==> src/rtl/assert_macros.svh <==
// assertion helpers shared by the rtl
`ifndef ASSERT_MACROS_SVH
`define ASSERT_MACROS_SVH

// same-cycle implication, quiet while reset is low
`define PTRS_ASSERT_IMP(label, clk, rst_n, ante, cons) \
  label: assert property (@(posedge clk) disable iff (!rst_n) (ante) |-> (cons)) \
    else $error("ptrs assertion failed");

// next-cycle implication, quiet while reset is low
`define PTRS_ASSERT_NXT(label, clk, rst_n, ante, cons) \
  label: assert property (@(posedge clk) disable iff (!rst_n) (ante) |=> (cons)) \
    else $error("ptrs assertion failed");

`endif

==> src/rtl/ptrs_pkg.sv <==
`timescale 1ns / 1ps
// ----------------------------------------------------------------------------
// ptrs_pkg
// Shared widths, state codes and controller/datapath bundles for the
// prime range scan core.
// ----------------------------------------------------------------------------
package ptrs_pkg;

  localparam int RANGE_W = 16;
  localparam int COUNT_W = 17;
  localparam int TWIN_W  = 16;

  typedef enum logic [2:0] {
    ST_IDLE,
    ST_RANGE,
    ST_INIT,
    ST_CHECK,
    ST_DIV,
    ST_VERDICT,
    ST_NEXT,
    ST_FINISH
  } state_t;

  // which operand the primality test works on
  typedef enum logic [1:0] {
    PH_CUR,
    PH_MINUS,
    PH_PLUS
  } phase_t;

  typedef struct packed {
    logic   load_item;
    logic   tinit;
    phase_t sel;
    logic   start_rem;
    logic   step_d;
    logic   count_inc;
    logic   twin_set;
    logic   v_inc;
    logic   out_load;
  } dp_cmd_t;

  typedef struct packed {
    logic lo_gt_hi;
    logic n_lt2;
    logic sq_gt_n;
    logic rem_done;
    logic rem_zero;
    logic rem_busy;
    logic v_ge2;
    logic v_eq_hi;
    logic out_free;
  } dp_sts_t;

endpackage

==> src/rtl/ptrs_in_if.sv <==
`timescale 1ns / 1ps
// ----------------------------------------------------------------------------
// ptrs_in_if
// Range request channel: valid/ready plus the inclusive scan bounds.
// ----------------------------------------------------------------------------
interface ptrs_in_if;
  logic                          valid;
  logic                          ready;
  logic [ptrs_pkg::RANGE_W-1:0]  range_low;
  logic [ptrs_pkg::RANGE_W-1:0]  range_high;

  modport source (output valid, output range_low, output range_high, input ready);
  modport sink   (input valid, input range_low, input range_high, output ready);
endinterface

==> src/rtl/ptrs_out_if.sv <==
`timescale 1ns / 1ps
// ----------------------------------------------------------------------------
// ptrs_out_if
// Result channel: valid/ready plus prime count and largest twin prime.
// ----------------------------------------------------------------------------
interface ptrs_out_if;
  logic                          valid;
  logic                          ready;
  logic [ptrs_pkg::COUNT_W-1:0]  prime_count;
  logic [ptrs_pkg::TWIN_W-1:0]   largest_twin;

  modport source (output valid, output prime_count, output largest_twin, input ready);
  modport sink   (input valid, input prime_count, input largest_twin, output ready);
endinterface

==> src/rtl/ptrs_rem_unit.sv <==
`timescale 1ns / 1ps
// ----------------------------------------------------------------------------
// ptrs_rem_unit
// Bit-serial restoring remainder: one dividend bit per cycle.
// ----------------------------------------------------------------------------
module ptrs_rem_unit #(
  parameter int WIDTH = 17
) (
  input  logic             clk,
  input  logic             rst_n,
  input  logic             start,
  input  logic [WIDTH-1:0] dividend,
  input  logic [WIDTH-1:0] divisor,
  output logic             busy,
  output logic             done,
  output logic [WIDTH-1:0] rem
);

  localparam int CW = $clog2(WIDTH);

  logic             busy_r, busy_nxt;
  logic             done_r, done_nxt;
  logic [CW-1:0]    cnt_r;
  logic [WIDTH-1:0] q_r;
  logic [WIDTH-1:0] rem_r;
  logic [WIDTH-1:0] dsr_r;
  logic [WIDTH:0]   shifted;
  logic [WIDTH:0]   diff;

  assign shifted = {rem_r, q_r[WIDTH-1]};
  assign diff    = shifted - {1'b0, dsr_r};

  always_comb begin
    busy_nxt = busy_r;
    done_nxt = 1'b0;
    if (start) begin
      busy_nxt = 1'b1;
    end else if (busy_r && cnt_r == CW'(WIDTH - 1)) begin
      busy_nxt = 1'b0;
      done_nxt = 1'b1;
    end
  end

  always_ff @(posedge clk) begin
    if (!rst_n) begin
      busy_r <= 1'b0;
      done_r <= 1'b0;
    end else begin
      busy_r <= busy_nxt;
      done_r <= done_nxt;
    end
  end

  always_ff @(posedge clk) begin
    if (start) begin
      q_r   <= dividend;
      dsr_r <= divisor;
      rem_r <= '0;
      cnt_r <= '0;
    end else if (busy_r) begin
      // partial remainder stays below the divisor, so it fits WIDTH bits
      if (!diff[WIDTH]) begin
        rem_r <= diff[WIDTH-1:0];
      end else begin
        rem_r <= shifted[WIDTH-1:0];
      end
      q_r   <= {q_r[WIDTH-2:0], 1'b0};
      cnt_r <= cnt_r + CW'(1);
    end
  end

  assign busy = busy_r;
  assign done = done_r;
  assign rem  = rem_r;

endmodule

==> src/rtl/ptrs_datapath.sv <==
`timescale 1ns / 1ps
// ----------------------------------------------------------------------------
// ptrs_datapath
// Scan value, trial divisor and square, tallies and the result register.
// ----------------------------------------------------------------------------
module ptrs_datapath #(
  parameter int VALUE_BITS = 16
) (
  input  logic                          clk,
  input  logic                          rst_n,
  input  logic [ptrs_pkg::RANGE_W-1:0]  in_range_low,
  input  logic [ptrs_pkg::RANGE_W-1:0]  in_range_high,
  input  ptrs_pkg::dp_cmd_t             cmd,
  output ptrs_pkg::dp_sts_t             sts,
  input  logic                          out_ready,
  output logic                          out_valid,
  output logic [ptrs_pkg::COUNT_W-1:0]  out_prime_count,
  output logic [ptrs_pkg::TWIN_W-1:0]   out_largest_twin
);
  import ptrs_pkg::*;

  // one spare bit so value+2 and the end of the scan never wrap
  localparam int VW = VALUE_BITS + 1;
  localparam int SW = VW + 1;
  localparam logic [VW-1:0] VMASK = {1'b0, {VALUE_BITS{1'b1}}};

  logic [VW-1:0]      v_r;
  logic [VW-1:0]      hi_r;
  logic [VW-1:0]      n_r;
  logic [VW-1:0]      d_r;
  logic [SW-1:0]      sq_r;
  logic [COUNT_W-1:0] count_r;
  logic [TWIN_W-1:0]  twin_r;
  logic               out_valid_r, out_valid_nxt;
  logic [COUNT_W-1:0] out_count_r;
  logic [TWIN_W-1:0]  out_twin_r;
  logic [VW-1:0]      n_sel;
  logic               rem_busy;
  logic               rem_done;
  logic [VW-1:0]      rem_val;

  always_comb begin
    unique case (cmd.sel)
      PH_CUR:   n_sel = v_r;
      PH_MINUS: n_sel = v_r - VW'(2);
      PH_PLUS:  n_sel = v_r + VW'(2);
      default:  n_sel = v_r;
    endcase
  end

  always_ff @(posedge clk) begin
    if (cmd.load_item) begin
      v_r     <= VW'(in_range_low) & VMASK;
      hi_r    <= VW'(in_range_high) & VMASK;
      count_r <= '0;
      twin_r  <= '0;
    end else begin
      if (cmd.v_inc) begin
        v_r <= v_r + VW'(1);
      end
      if (cmd.count_inc) begin
        count_r <= count_r + COUNT_W'(1);
      end
      if (cmd.twin_set) begin
        twin_r <= TWIN_W'(v_r);
      end
    end
    if (cmd.tinit) begin
      n_r  <= n_sel;
      d_r  <= VW'(2);
      sq_r <= SW'(4);
    end else if (cmd.step_d) begin
      // (d+1)^2 = d^2 + 2d + 1
      d_r  <= d_r + VW'(1);
      sq_r <= sq_r + {d_r, 1'b1};
    end
    if (cmd.out_load) begin
      out_count_r <= count_r;
      out_twin_r  <= twin_r;
    end
  end

  always_comb begin
    out_valid_nxt = out_valid_r;
    if (cmd.out_load) begin
      out_valid_nxt = 1'b1;
    end else if (out_ready) begin
      out_valid_nxt = 1'b0;
    end
  end

  always_ff @(posedge clk) begin
    if (!rst_n) begin
      out_valid_r <= 1'b0;
    end else begin
      out_valid_r <= out_valid_nxt;
    end
  end

  ptrs_rem_unit #(
    .WIDTH (VW)
  ) u_rem (
    .clk      (clk),
    .rst_n    (rst_n),
    .start    (cmd.start_rem),
    .dividend (n_r),
    .divisor  (d_r),
    .busy     (rem_busy),
    .done     (rem_done),
    .rem      (rem_val)
  );

  assign sts.lo_gt_hi = v_r > hi_r;
  assign sts.n_lt2    = n_r < VW'(2);
  assign sts.sq_gt_n  = sq_r > {1'b0, n_r};
  assign sts.rem_done = rem_done;
  assign sts.rem_zero = rem_val == '0;
  assign sts.rem_busy = rem_busy;
  assign sts.v_ge2    = v_r >= VW'(2);
  assign sts.v_eq_hi  = v_r == hi_r;
  assign sts.out_free = !out_valid_r || out_ready;

  assign out_valid        = out_valid_r;
  assign out_prime_count  = out_count_r;
  assign out_largest_twin = out_twin_r;

endmodule

==> src/rtl/ptrs_ctrl.sv <==
`timescale 1ns / 1ps
// ----------------------------------------------------------------------------
// ptrs_ctrl
// Sequencer: walks the range, tests value and, for a prime value, tests value-2 and, if not prime, value+2.
// ----------------------------------------------------------------------------
module ptrs_ctrl (
  input  logic              clk,
  input  logic              rst_n,
  input  logic              in_valid,
  output logic              in_ready,
  input  ptrs_pkg::dp_sts_t sts,
  output ptrs_pkg::dp_cmd_t cmd
);
  import ptrs_pkg::*;

  state_t state_r, state_nxt;
  phase_t phase_r, phase_nxt;
  logic   prime_r, prime_nxt;

  always_ff @(posedge clk) begin
    if (!rst_n) begin
      state_r <= ST_IDLE;
      phase_r <= PH_CUR;
      prime_r <= 1'b0;
    end else begin
      state_r <= state_nxt;
      phase_r <= phase_nxt;
      prime_r <= prime_nxt;
    end
  end

  always_comb begin
    state_nxt = state_r;
    phase_nxt = phase_r;
    prime_nxt = prime_r;
    cmd       = '0;
    cmd.sel   = phase_r;
    in_ready  = 1'b0;

    unique case (state_r)
      ST_IDLE: begin
        in_ready = 1'b1;
        if (in_valid) begin
          cmd.load_item = 1'b1;
          phase_nxt     = PH_CUR;
          state_nxt     = ST_RANGE;
        end
      end
      ST_RANGE: begin
        state_nxt = sts.lo_gt_hi ? ST_FINISH : ST_INIT;
      end
      ST_INIT: begin
        cmd.tinit = 1'b1;
        state_nxt = ST_CHECK;
      end
      ST_CHECK: begin
        priority if (sts.n_lt2) begin
          prime_nxt = 1'b0;
          state_nxt = ST_VERDICT;
        end else if (sts.sq_gt_n) begin
          // no divisor up to the square root
          prime_nxt = 1'b1;
          state_nxt = ST_VERDICT;
        end else begin
          cmd.start_rem = 1'b1;
          state_nxt     = ST_DIV;
        end
      end
      ST_DIV: begin
        if (sts.rem_done) begin
          if (sts.rem_zero) begin
            prime_nxt = 1'b0;
            state_nxt = ST_VERDICT;
          end else begin
            cmd.step_d = 1'b1;
            state_nxt  = ST_CHECK;
          end
        end
      end
      ST_VERDICT: begin
        unique case (phase_r)
          PH_CUR: begin
            if (prime_r) begin
              cmd.count_inc = 1'b1;
              phase_nxt     = sts.v_ge2 ? PH_MINUS : PH_PLUS;
              state_nxt     = ST_INIT;
            end else begin
              state_nxt = ST_NEXT;
            end
          end
          PH_MINUS: begin
            if (prime_r) begin
              cmd.twin_set = 1'b1;
              state_nxt    = ST_NEXT;
            end else begin
              phase_nxt = PH_PLUS;
              state_nxt = ST_INIT;
            end
          end
          PH_PLUS: begin
            cmd.twin_set = prime_r;
            state_nxt    = ST_NEXT;
          end
          default: begin
            state_nxt = ST_NEXT;
          end
        endcase
      end
      ST_NEXT: begin
        phase_nxt = PH_CUR;
        if (sts.v_eq_hi) begin
          state_nxt = ST_FINISH;
        end else begin
          cmd.v_inc = 1'b1;
          state_nxt = ST_INIT;
        end
      end
      ST_FINISH: begin
        if (sts.out_free) begin
          cmd.out_load = 1'b1;
          state_nxt    = ST_IDLE;
        end
      end
      default: begin
        state_nxt = ST_IDLE;
      end
    endcase
  end

endmodule

==> src/rtl/prime_twin_range_scan_core.sv <==
`timescale 1ns / 1ps
// ----------------------------------------------------------------------------
// prime_twin_range_scan_core
// Counts primes in an inclusive range by trial division and reports the
// largest twin prime in it.
// ----------------------------------------------------------------------------
//  channel | dir | beat payload
//  in_ch   | in  | range_low[15:0], range_high[15:0]
//  out_ch  | out | prime_count[16:0], largest_twin[15:0]
//
//  one range beat at a time; the next is taken once the result is staged,
//  while that result may still wait on out_ch.ready
//  each trial divisor runs the serial remainder unit plus a check; a prime
//  test of n needs up to floor(sqrt(n))-1 trials, and a value v needs up to
//  three tests (v, v-2, v+2)
//  synchronous active-low reset returns the sequencer to idle; a held result
//  stays put while out_ch.ready is low
// ----------------------------------------------------------------------------
`include "assert_macros.svh"

module prime_twin_range_scan_core #(
  parameter int VALUE_BITS = 16
) (
  input logic        clk,
  input logic        rst_n,
  ptrs_in_if.sink    in_ch,
  ptrs_out_if.source out_ch
);
  import ptrs_pkg::*;

  dp_cmd_t cmd;
  dp_sts_t sts;
  logic    in_ready;

  ptrs_ctrl u_ctrl (
    .clk      (clk),
    .rst_n    (rst_n),
    .in_valid (in_ch.valid),
    .in_ready (in_ready),
    .sts      (sts),
    .cmd      (cmd)
  );

  ptrs_datapath #(
    .VALUE_BITS (VALUE_BITS)
  ) u_dp (
    .clk              (clk),
    .rst_n            (rst_n),
    .in_range_low     (in_ch.range_low),
    .in_range_high    (in_ch.range_high),
    .cmd              (cmd),
    .sts              (sts),
    .out_ready        (out_ch.ready),
    .out_valid        (out_ch.valid),
    .out_prime_count  (out_ch.prime_count),
    .out_largest_twin (out_ch.largest_twin)
  );

  assign in_ch.ready = in_ready;

  // a taken range keeps the core busy for at least the next cycle
  `PTRS_ASSERT_NXT(a_busy_after_beat, clk, rst_n, in_ch.valid && in_ready, !in_ready)
  // divider is never restarted mid-run
  `PTRS_ASSERT_IMP(a_rem_no_restart, clk, rst_n, cmd.start_rem, !sts.rem_busy)
  // no divide left running when a new range may come in
  `PTRS_ASSERT_IMP(a_idle_rem_quiet, clk, rst_n, in_ready, !sts.rem_busy)

endmodule
==> src/flat_wrapper.sv <==
// flat-port wrapper written by rule: the top's interface ports become plain ports
module prime_twin_range_scan_core_flat import ptrs_pkg::*;
#(
  parameter int VALUE_BITS = 16
)
  (clk, rst_n, in_ch_valid, in_ch_range_low, in_ch_range_high, in_ch_ready, out_ch_valid, out_ch_prime_count, out_ch_largest_twin, out_ch_ready);
  ptrs_in_if in_ch_i ();
  ptrs_out_if out_ch_i ();
  input logic clk;
  input logic rst_n;
  input wire logic [$bits(in_ch_i.valid)-1:0] in_ch_valid;
  input wire logic [$bits(in_ch_i.range_low)-1:0] in_ch_range_low;
  input wire logic [$bits(in_ch_i.range_high)-1:0] in_ch_range_high;
  output wire logic [$bits(in_ch_i.ready)-1:0] in_ch_ready;
  output wire logic [$bits(out_ch_i.valid)-1:0] out_ch_valid;
  output wire logic [$bits(out_ch_i.prime_count)-1:0] out_ch_prime_count;
  output wire logic [$bits(out_ch_i.largest_twin)-1:0] out_ch_largest_twin;
  input wire logic [$bits(out_ch_i.ready)-1:0] out_ch_ready;
  assign in_ch_i.valid = in_ch_valid;
  assign in_ch_i.range_low = in_ch_range_low;
  assign in_ch_i.range_high = in_ch_range_high;
  assign in_ch_ready = in_ch_i.ready;
  assign out_ch_valid = out_ch_i.valid;
  assign out_ch_prime_count = out_ch_i.prime_count;
  assign out_ch_largest_twin = out_ch_i.largest_twin;
  assign out_ch_i.ready = out_ch_ready;
  prime_twin_range_scan_core #(.VALUE_BITS(VALUE_BITS)) u_core (.clk(clk), .rst_n(rst_n), .in_ch(in_ch_i), .out_ch(out_ch_i));
endmodule
==> config.mk <==
export PLATFORM = sky130hd
export DESIGN_NAME = prime_twin_range_scan_core_flat
export DESIGN_NICKNAME = d
export VERILOG_FILES = /design/src/rtl/ptrs_pkg.sv /design/src/rtl/ptrs_in_if.sv /design/src/rtl/ptrs_out_if.sv /design/src/rtl/ptrs_rem_unit.sv /design/src/rtl/ptrs_datapath.sv /design/src/rtl/ptrs_ctrl.sv /design/src/rtl/prime_twin_range_scan_core.sv /design/src/flat_wrapper.sv
export VERILOG_INCLUDE_DIRS = /design/src /design/src/rtl
export SDC_FILE = /design/constraint.sdc
export NUM_CORES = 1
export LEC_CHECK = 0
export BUFFER_PORTS_ARGS = -buffer_cell sky130_fd_sc_hd__buf_4
export CAP_MARGIN = 20
export CORE_MARGIN = 3
export CORE_UTILIZATION = 49
export CTS_BUF_LIST = sky130_fd_sc_hd__clkbuf_16
export CTS_CLUSTER_DIAMETER = 80
export CTS_CLUSTER_SIZE = 24
export DETAILED_ROUTE_END_ITERATION = 10
export PLACE_DENSITY_LB_ADDON = 0.3
export SLEW_MARGIN = 20
export SYNTH_ARGS = -nofsm -noshare
export SYNTH_HDL_FRONTEND = slang
export SYNTH_SLANG_ARGS = --single-unit
==> constraint.sdc <==
create_clock -name clk -period 6.5 [get_ports clk]
set_clock_uncertainty 0.05 [all_clocks]
set_input_delay 1.3 -clock clk [delete_from_list [all_inputs] [get_ports clk]]
set_output_delay 1.3 -clock clk [all_outputs]
set_load 0.01 [all_outputs]
==> impl_results.md, run 1 <==
- Max Cap Viol: 0
- GRT overflow: 0
- Area delta synth->final: 10.23%
- Seq/Total Area, Yosys: between 40 and 50%
- Unrepaired setup endpoints after global routing: no
- Pleak: 5.106 nW
- Routed Antenna Nets: 0
- Crit-path max FO: 24
- CTS tree: built
- Buffers added on ports: 70
- Die ar.: 25310 µm²
- Hold-fix buffers, CTS: 0
- Row Count: between 50 and 60
- Clock Sink Count: ~220
- Mapped Cells: around 1200
- Final Wtd Congestion: approximately 0.87
- Final hold violation count: 0
- Via-per-instance ratio: 5.656
- Tcrit/Tclk final: 59.58%
- Root Driver: clkbuf_16
- Drt wl/cell: ~16 µm
- Global-route wire length before repair: between 40 and 50 mm
- Most common cell after layout, fill and taps aside: nand2_1
- Slew @ Worst Pin: roughly 1 ns
- Number of CTS-inserted buffers: 13
- Via count: 8886
- Leading cell types in the layout, fill and taps excluded: nand2_1, edfxtp_1, dfxtp_1, a21oi_1, o21ai_0
- DRC viols: 0
- Chip Width: 159.1 µm
- Nets: between 1000 and 1500
- Filler cells: 2045
- Worst EP arrival: between 4 and 5 ns
- Status: finished, final reports clean
- Critical path data required time: about 6.7 ns
- Post-cts sizing count: 0
- Post-synth EDFFs: approximately 120
- Largest net degree at the start of global routing: between 80 and 90
- Post-Synthesis Mean Instance Area: approximately 9.5 µm²
- CTS clock-pin slew for the worst setup and hold paths: approximately 0.10 ns
- Post-route setup slack: around 2.6 ns
- Initial antenna violation count: 0
- Clk buf depth: 3
- Most common flop cell mapped by yosys: edfxtp_1
- Die height: 159.1 µm
- Initial DRC Count: about 650
- Maximum vdd ir drop: around 0.27 mV
- Vias in the first global route: 8551
- Worst-skew pair later-pin latency: about 0.47 ns
- Slew Limit Fails: 0
- # IOs: 71
- Post-Route WL: between 20 and 30 mm
- Core area: 22850 µm²
- Total power: between 0.004 and 0.005 W
- Flop and latch count out of synthesis: around 220
- # H-tree levels: 1
- GRT Util Overall: between 10% and 20%
- Final setup vio count: 0
- Post CTS Setup Buffer Count: 0
- Pwr per Cell Area: 354.8 nW/µm²
- Layout cells sized above 1: 8.983%
- Crit Path Category: reg -> reg
- Yosys warns: 0
- Post-synth net total: 1330
- Starting Density: between 50% and 60%
- Distinct cells, synth: 72
- Relative slew slack: 33.31%
- Final min period: between 3 and 4 ns
- # diodes: 0
- Worst Setup End Kind: register
- Fraction of registers with async set or reset after synthesis: 0%
- Post-layout util: 55.40%
- Pre-antenna DRT Iters: 5
- Post-DP HPWL: around 18 mm
- Dpl ws: about 2.6 ns
- Final TNS setup: 0 ns
- Max Fclk: roughly 0.26 GHz
- Mapped cell area: 11480 µm²
- Worst Setup Start Kind: register
- Worst hold path class: reg -> reg
sequential cells by signal, summed over array words and instances, names as in the netlist, 2 cells and up:
signal / cells
u_core.u_ctrl.phase_r: 2
u_core.u_dp.u_rem.q_r: 17
u_core.u_ctrl.state_r: 3
u_core.u_dp.count_r: 17
u_core.u_dp.v_r: 17
u_core.u_dp.twin_r: 16
u_core.u_dp.out_prime_count: 17
u_core.u_dp.u_rem.dsr_r: 17
u_core.u_dp.d_r: 17
u_core.u_dp.u_rem.cnt_r: 5
u_core.u_dp.sq_r: 18
u_core.u_dp.n_r: 17
u_core.u_dp.u_rem.rem: 17
u_core.u_dp.hi_r: 16
u_core.u_dp.out_largest_twin: 16
worst max-delay path: stages (launching register included):
cell and delay (ns):
edfxtp_1 0.36, inv_1 0.06, ha_1 0.29, nand4_1 0.12, o21ba_2 0.22, a21o_1 0.17, a21oi_1 0.19, o21ai_1 0.16
nand3_1 0.64, clkinv_1 0.90, and2_1 0.45
layout make-up:
class	count	area [µm²]	area share [%]
Timing Repair Buffer	77	581.8	4.597
Clock inverter	6	35.03	0.2768
Multi-Input combinational cell	870	5510	43.54
Inverter	74	277.8	2.195
Sequential cell	216	5485	43.34
Clock buffer	15	375.4	2.966
Tap cell	313	391.6	3.094
worst paths after layout:
path	from	end	slack, ns	depth (start not counted)
setup reg to reg	u_core.u_dp.n_r[5]	u_core.u_dp.u_rem.q_r[0]	2.63	10
hold / removal	u_core.u_dp.twin_r[13]	u_core.u_dp.out_largest_twin[13]	0.39	0
setup / recovery	u_core.u_dp.n_r[5]	u_core.u_dp.u_rem.q_r[0]	2.63	10
hold reg to reg	u_core.u_dp.twin_r[13]	u_core.u_dp.out_largest_twin[13]	0.39	0
where the power goes:
group          total (W)  leakage, nW  switching, W  internal, W
logic            0.00153         3.01      0.000903     0.000631
clock network   0.000875        0.217      0.000452     0.000422
registers        0.00208         1.88      0.000334      0.00175
total            0.00449         5.11       0.00169      0.00280
cell families after synthesis:
kind of cell / count (synthesis) / share of synthesized area (%)
and+or+nand+nor: 417 / 16.96
AOI/OAI and AO/OA: 286 / 15.17
DFF: 216 / 47.77
buffers and inverters: 129 / 4.435
adders and majority gates: 79 / 8.739
xor gates and xnor gates: 69 / 5.263
muxes: 19 / 1.667
layer usage:
metal / share of wire, % / up-vias / track usage [%]
met2: 47 / 234 / 33.02
met3: 5.4 / 47 / 3.928
met5: 0 / - / 0
met1: 45 / 4201 / 26.24
met4: 2.5 / 0 / 5.292
li1: - / 4404 / -
per-stage QoR:
step / cells / hold slack [ns] / instance area [µm²]
global route: 1571 / 0.4023 / 12660
CTS: 1570 / 0.3904 / 12650
detailed placement: 1549 / 0.3660 / 12240
global placement: 1549 / 0.3622 / 12240
floorplan: 1215 / 0.3581 / 11480
finish: 1571 / 0.3921 / 12660
Yosys cell counts (2+ instances only):
library cell,n,area [µm²]
nand2_1,161,604.3
edfxtp_1,116,3483
dfxtp_1,100,2002
a21oi_1,98,490.5
o21ai_0,92,460.4
nor2_1,86,322.8
ha_1,77,963.4
inv_1,73,274.0
clkbuf_1,50,187.7
xor2_1,39,341.6
nand3_1,34,170.2
xnor2_1,30,262.8
nand4_1,26,162.7
nor3_1,25,125.1
a21o_1,19,142.6
mux2i_1,18,180.2
and3_1,17,106.4
or3_1,14,87.58
nand2b_1,13,81.33
nor4_1,11,68.82
nor2b_1,10,62.56
a31oi_1,9,56.30
o21a_1,8,60.06
a211oi_1,6,45.04
a211o_1,5,43.79
a41oi_1,5,43.79
o31ai_1,5,37.54
a22o_1,3,26.28
a22oi_1,3,22.52
a311oi_1,3,26.28
and2_1,3,18.77
nand4b_1,3,26.28
or2_2,3,18.77
a31o_2,2,17.52
a32o_1,2,20.02
buf_1,2,7.510
fa_1,2,40.04
nor3b_1,2,15.01
o211a_1,2,20.02
o21ai_1,2,10.01
o21ba_2,2,20.02
o22ai_1,2,12.51
o31ai_2,2,25.02
or4_1,2,15.01
(Power assumes the default switching activity.)
==> run 2, diff against run 1 <==
clock period = 4.03 ns   (was 6.5 ns; I/O delays follow)
==> run 2 against run 1 <==
Against the previous run: total power is 64% higher; via count hardly changed; clock power is 78% higher; sequential share of layout area is 0.26 points lower; combinational power is 61% higher; cell count is 0.32% higher; die area stayed put; cell area is 0.61% higher; largest cell class unchanged; largest power group unchanged.
==> impl_results.md, run 2 (same netlist as run 1, synthesis figures left out) <==
- Buffers added on ports: 70 (unchanged)
- Post-route cell area: 12730 µm² (+0.61%)
- Vias in the first global route: 8627 (+0.89%)
- Total power: 0.007366 W (+64%)
- Crit-path max FO: 16 (-33%)
- # H-tree levels: 1 (unchanged)
- Pre-antenna DRT Iters: 5 (unchanged)
- Post-DP HPWL: 17.61 mm (-2.0%)
- Worst-skew pair later-pin latency: 0.49 ns (+0.02 ns)
- Starting Density: 50.26% (unchanged)
- CTS tree: built
- Post CTS Setup Buffer Count: 0 (unchanged)
- Relative slew slack: 35.66% (+2.4 points)
- Crit path cell chain: inv_1 > ha_1 > nor2b_4 > o31ai_2 > a211oi_2 > o31ai_2 > a211o_1 > nand2_1 > o311ai_4 > buf_4 > mux2_2 > a21oi_1
- Pleak: 5.143 nW (+0.74%)
- Final min period: 3.185 ns (-0.6878 ns)
- Placed instance area: 12250 µm² (+0.12%)
- Status: finished, final reports clean
- Reg-to-Reg End: u_core.u_dp.u_rem.rem[0]
- Unrepaired setup endpoints after global routing: no
- Post-cts sizing count: 0 (unchanged)
- Chip Width: 159.1 µm (unchanged)
- Placed cells: 1551 (+0.13%)
- Final TNS setup: 0 ns (unchanged)
- Die height: 159.1 µm (unchanged)
- GRT Util Overall: 19.57% (-0.14 points)
- Hold_sp: u_core.u_dp.twin_r[10]
- Core area: 22850 µm² (unchanged)
- CP max stage delay: 0.43 ns (-0.47 ns)
- Leading cell types in the layout, fill and taps excluded: nand2_1, edfxtp_1, dfxtp_1, a21oi_1, o21ai_0
- # diodes: 0 (unchanged)
- Root Driver: clkbuf_16
- Pwr per Cell Area: 578.4 nW/µm² (+63%)
- Worst hold path class: reg -> reg
- CP dominant cell by count: o31ai_2
- Worst Setup End Kind: register
- Post-Route WL: 25.16 mm (-0.31%)
- Non-filler cells, final: 1576 (+0.32%)
- Most common cell after layout, fill and taps aside: nand2_1
- Hold-fix buffers, CTS: 0 (unchanged)
- Via-per-instance ratio: 5.636 (-0.35%)
- Worst EP arrival: 3.56 ns (-0.48 ns)
- Maximum vdd ir drop: 0.6027 mV (+120%)
- Final Wtd Congestion: 0.8912 (+2.8%)
- Final hold violation count: 0 (unchanged)
- Row Count: 55 (unchanged)
- Max Cap Viol: 0 (unchanged)
- Tcrit/Tclk final: 79.03% (+19 points)
- Layout cells sized above 1: 9.343% (+0.36 points)
- Critical path data required time: 4.40 ns (-2.27 ns)
- Via count: 8883 (-0.034%)
- Min-Delay Endpoint: u_core.u_dp.out_largest_twin[10]
- Nets: 1370 (+0.22%)
- Slew @ Worst Pin: 0.9651 ns (-0.03236 ns)
- Clock Sink Count: 216 (unchanged)
- Max Fclk: 0.3140 GHz (+22%)
- Slew Limit Fails: 0 (unchanged)
- Crit Path Category: reg -> reg
- Number of CTS-inserted buffers: 15 (+2)
- Hold Path Stages: 0 (unchanged)
- Post-layout util: 55.74% (+0.34 points)
- Max reg flops: 18 (unchanged)
- # IOs: 71 (unchanged)
- Critical Path Source: u_core.u_dp.u_rem.dsr_r[1]
- GRT overflow: 0 (unchanged)
- DRC viols: 0 (unchanged)
- Final setup vio count: 0 (unchanged)
- R2r startpoint: u_core.u_dp.u_rem.dsr_r[1]
- Worst-path cell with the longest stage delay: edfxtp_1
- Clk buf depth: 3 (unchanged)
- Routed Antenna Nets: 0 (unchanged)
- Initial antenna violation count: 0 (unchanged)
- Worst Setup Start Kind: register
- Area delta synth->final: 10.91%
- Reg2reg path depth: 12 (+2)
- Initial DRC Count: 481 (-26%)
- R2R Setup Slk: 0.84 ns (-1.78 ns)
- Global-route wire length before repair: 42.28 mm (about the same)
- Die ar.: 25310 µm² (unchanged)
- Largest net degree at the start of global routing: 83 (-1.2%)
- Drt wl/cell: 15.96 µm (-0.63%)
- CTS clock-pin slew for the worst setup and hold paths: 0.10 ns (about the same)
- Top reg by flops: u_core.u_dp.sq_r
## run 2: cell count changes in the layout (fill, tap and decap cells not counted), sizes merged
cell    before  now
buf         77   78
inv         79   80
clkinv       1    4
## run 2: routing by layer
| layer | GRT usage [%] | vias up | part of all wire (%) |
|---|---|---|---|
| li1 | - | 4413 | - |
| met1 | 26.59 | 4200 | 45 |
| met2 | 32.01 | 226 | 46 |
| met3 | 4.058 | 44 | 6.4 |
| met4 | 5.332 | 0 | 2.3 |
| met5 | 0 | - | 0 |
## run 2: worst max path at each step
stage	end
after floorplan	u_core.u_dp.out_largest_twin[0]
after global placement	u_core.u_dp.u_rem.rem[0]
after detailed placement	u_core.u_dp.u_rem.rem[0]
after CTS	u_core.u_dp.u_rem.rem[0]
after global routing	u_core.u_dp.u_rem.rem[0]
final	u_core.u_dp.u_rem.rem[0]
## run 2: worst max-delay path, delay by kind of cell, from the launching register on
kind,cells,cell delay [ns]
AND/OR/NAND/NOR,2,0.25
flip-flops,1,0.43
AO/OA/AOI/OAI,6,1.39
adder cells (fa/ha/maj),1,0.23
buffers and inverters,2,0.41
multiplexers,1,0.36
## run 2: power breakdown
part           switching, W  internal (W)  total (W)
clock network      0.000830      0.000728    0.00156
logic               0.00145       0.00101    0.00247
registers          0.000522       0.00282    0.00334
## run 2: cell type report
| class | instances | area (µm²) |
|---|---|---|
| fill | 2084 | 10110 |
| sequential | 216 | 5485 |
| tap | 313 | 391.6 |
| clock buffer | 15 | 375.4 |
| timing repair buffer | 78 | 585.6 |
| inverter | 74 | 277.8 |
| multi-input combinational | 870 | 5510 |
| clock inverter | 10 | 108.9 |
## run 2: metrics by stage
stage	setup slack, ns	hold WS, ns
CTS	0.8335	0.3632
floorplan	1.111	0.3581
global route	0.6110	0.3844
finish	0.8449	0.3692
detailed placement	0.8721	0.3675
global placement	0.9253	0.3616
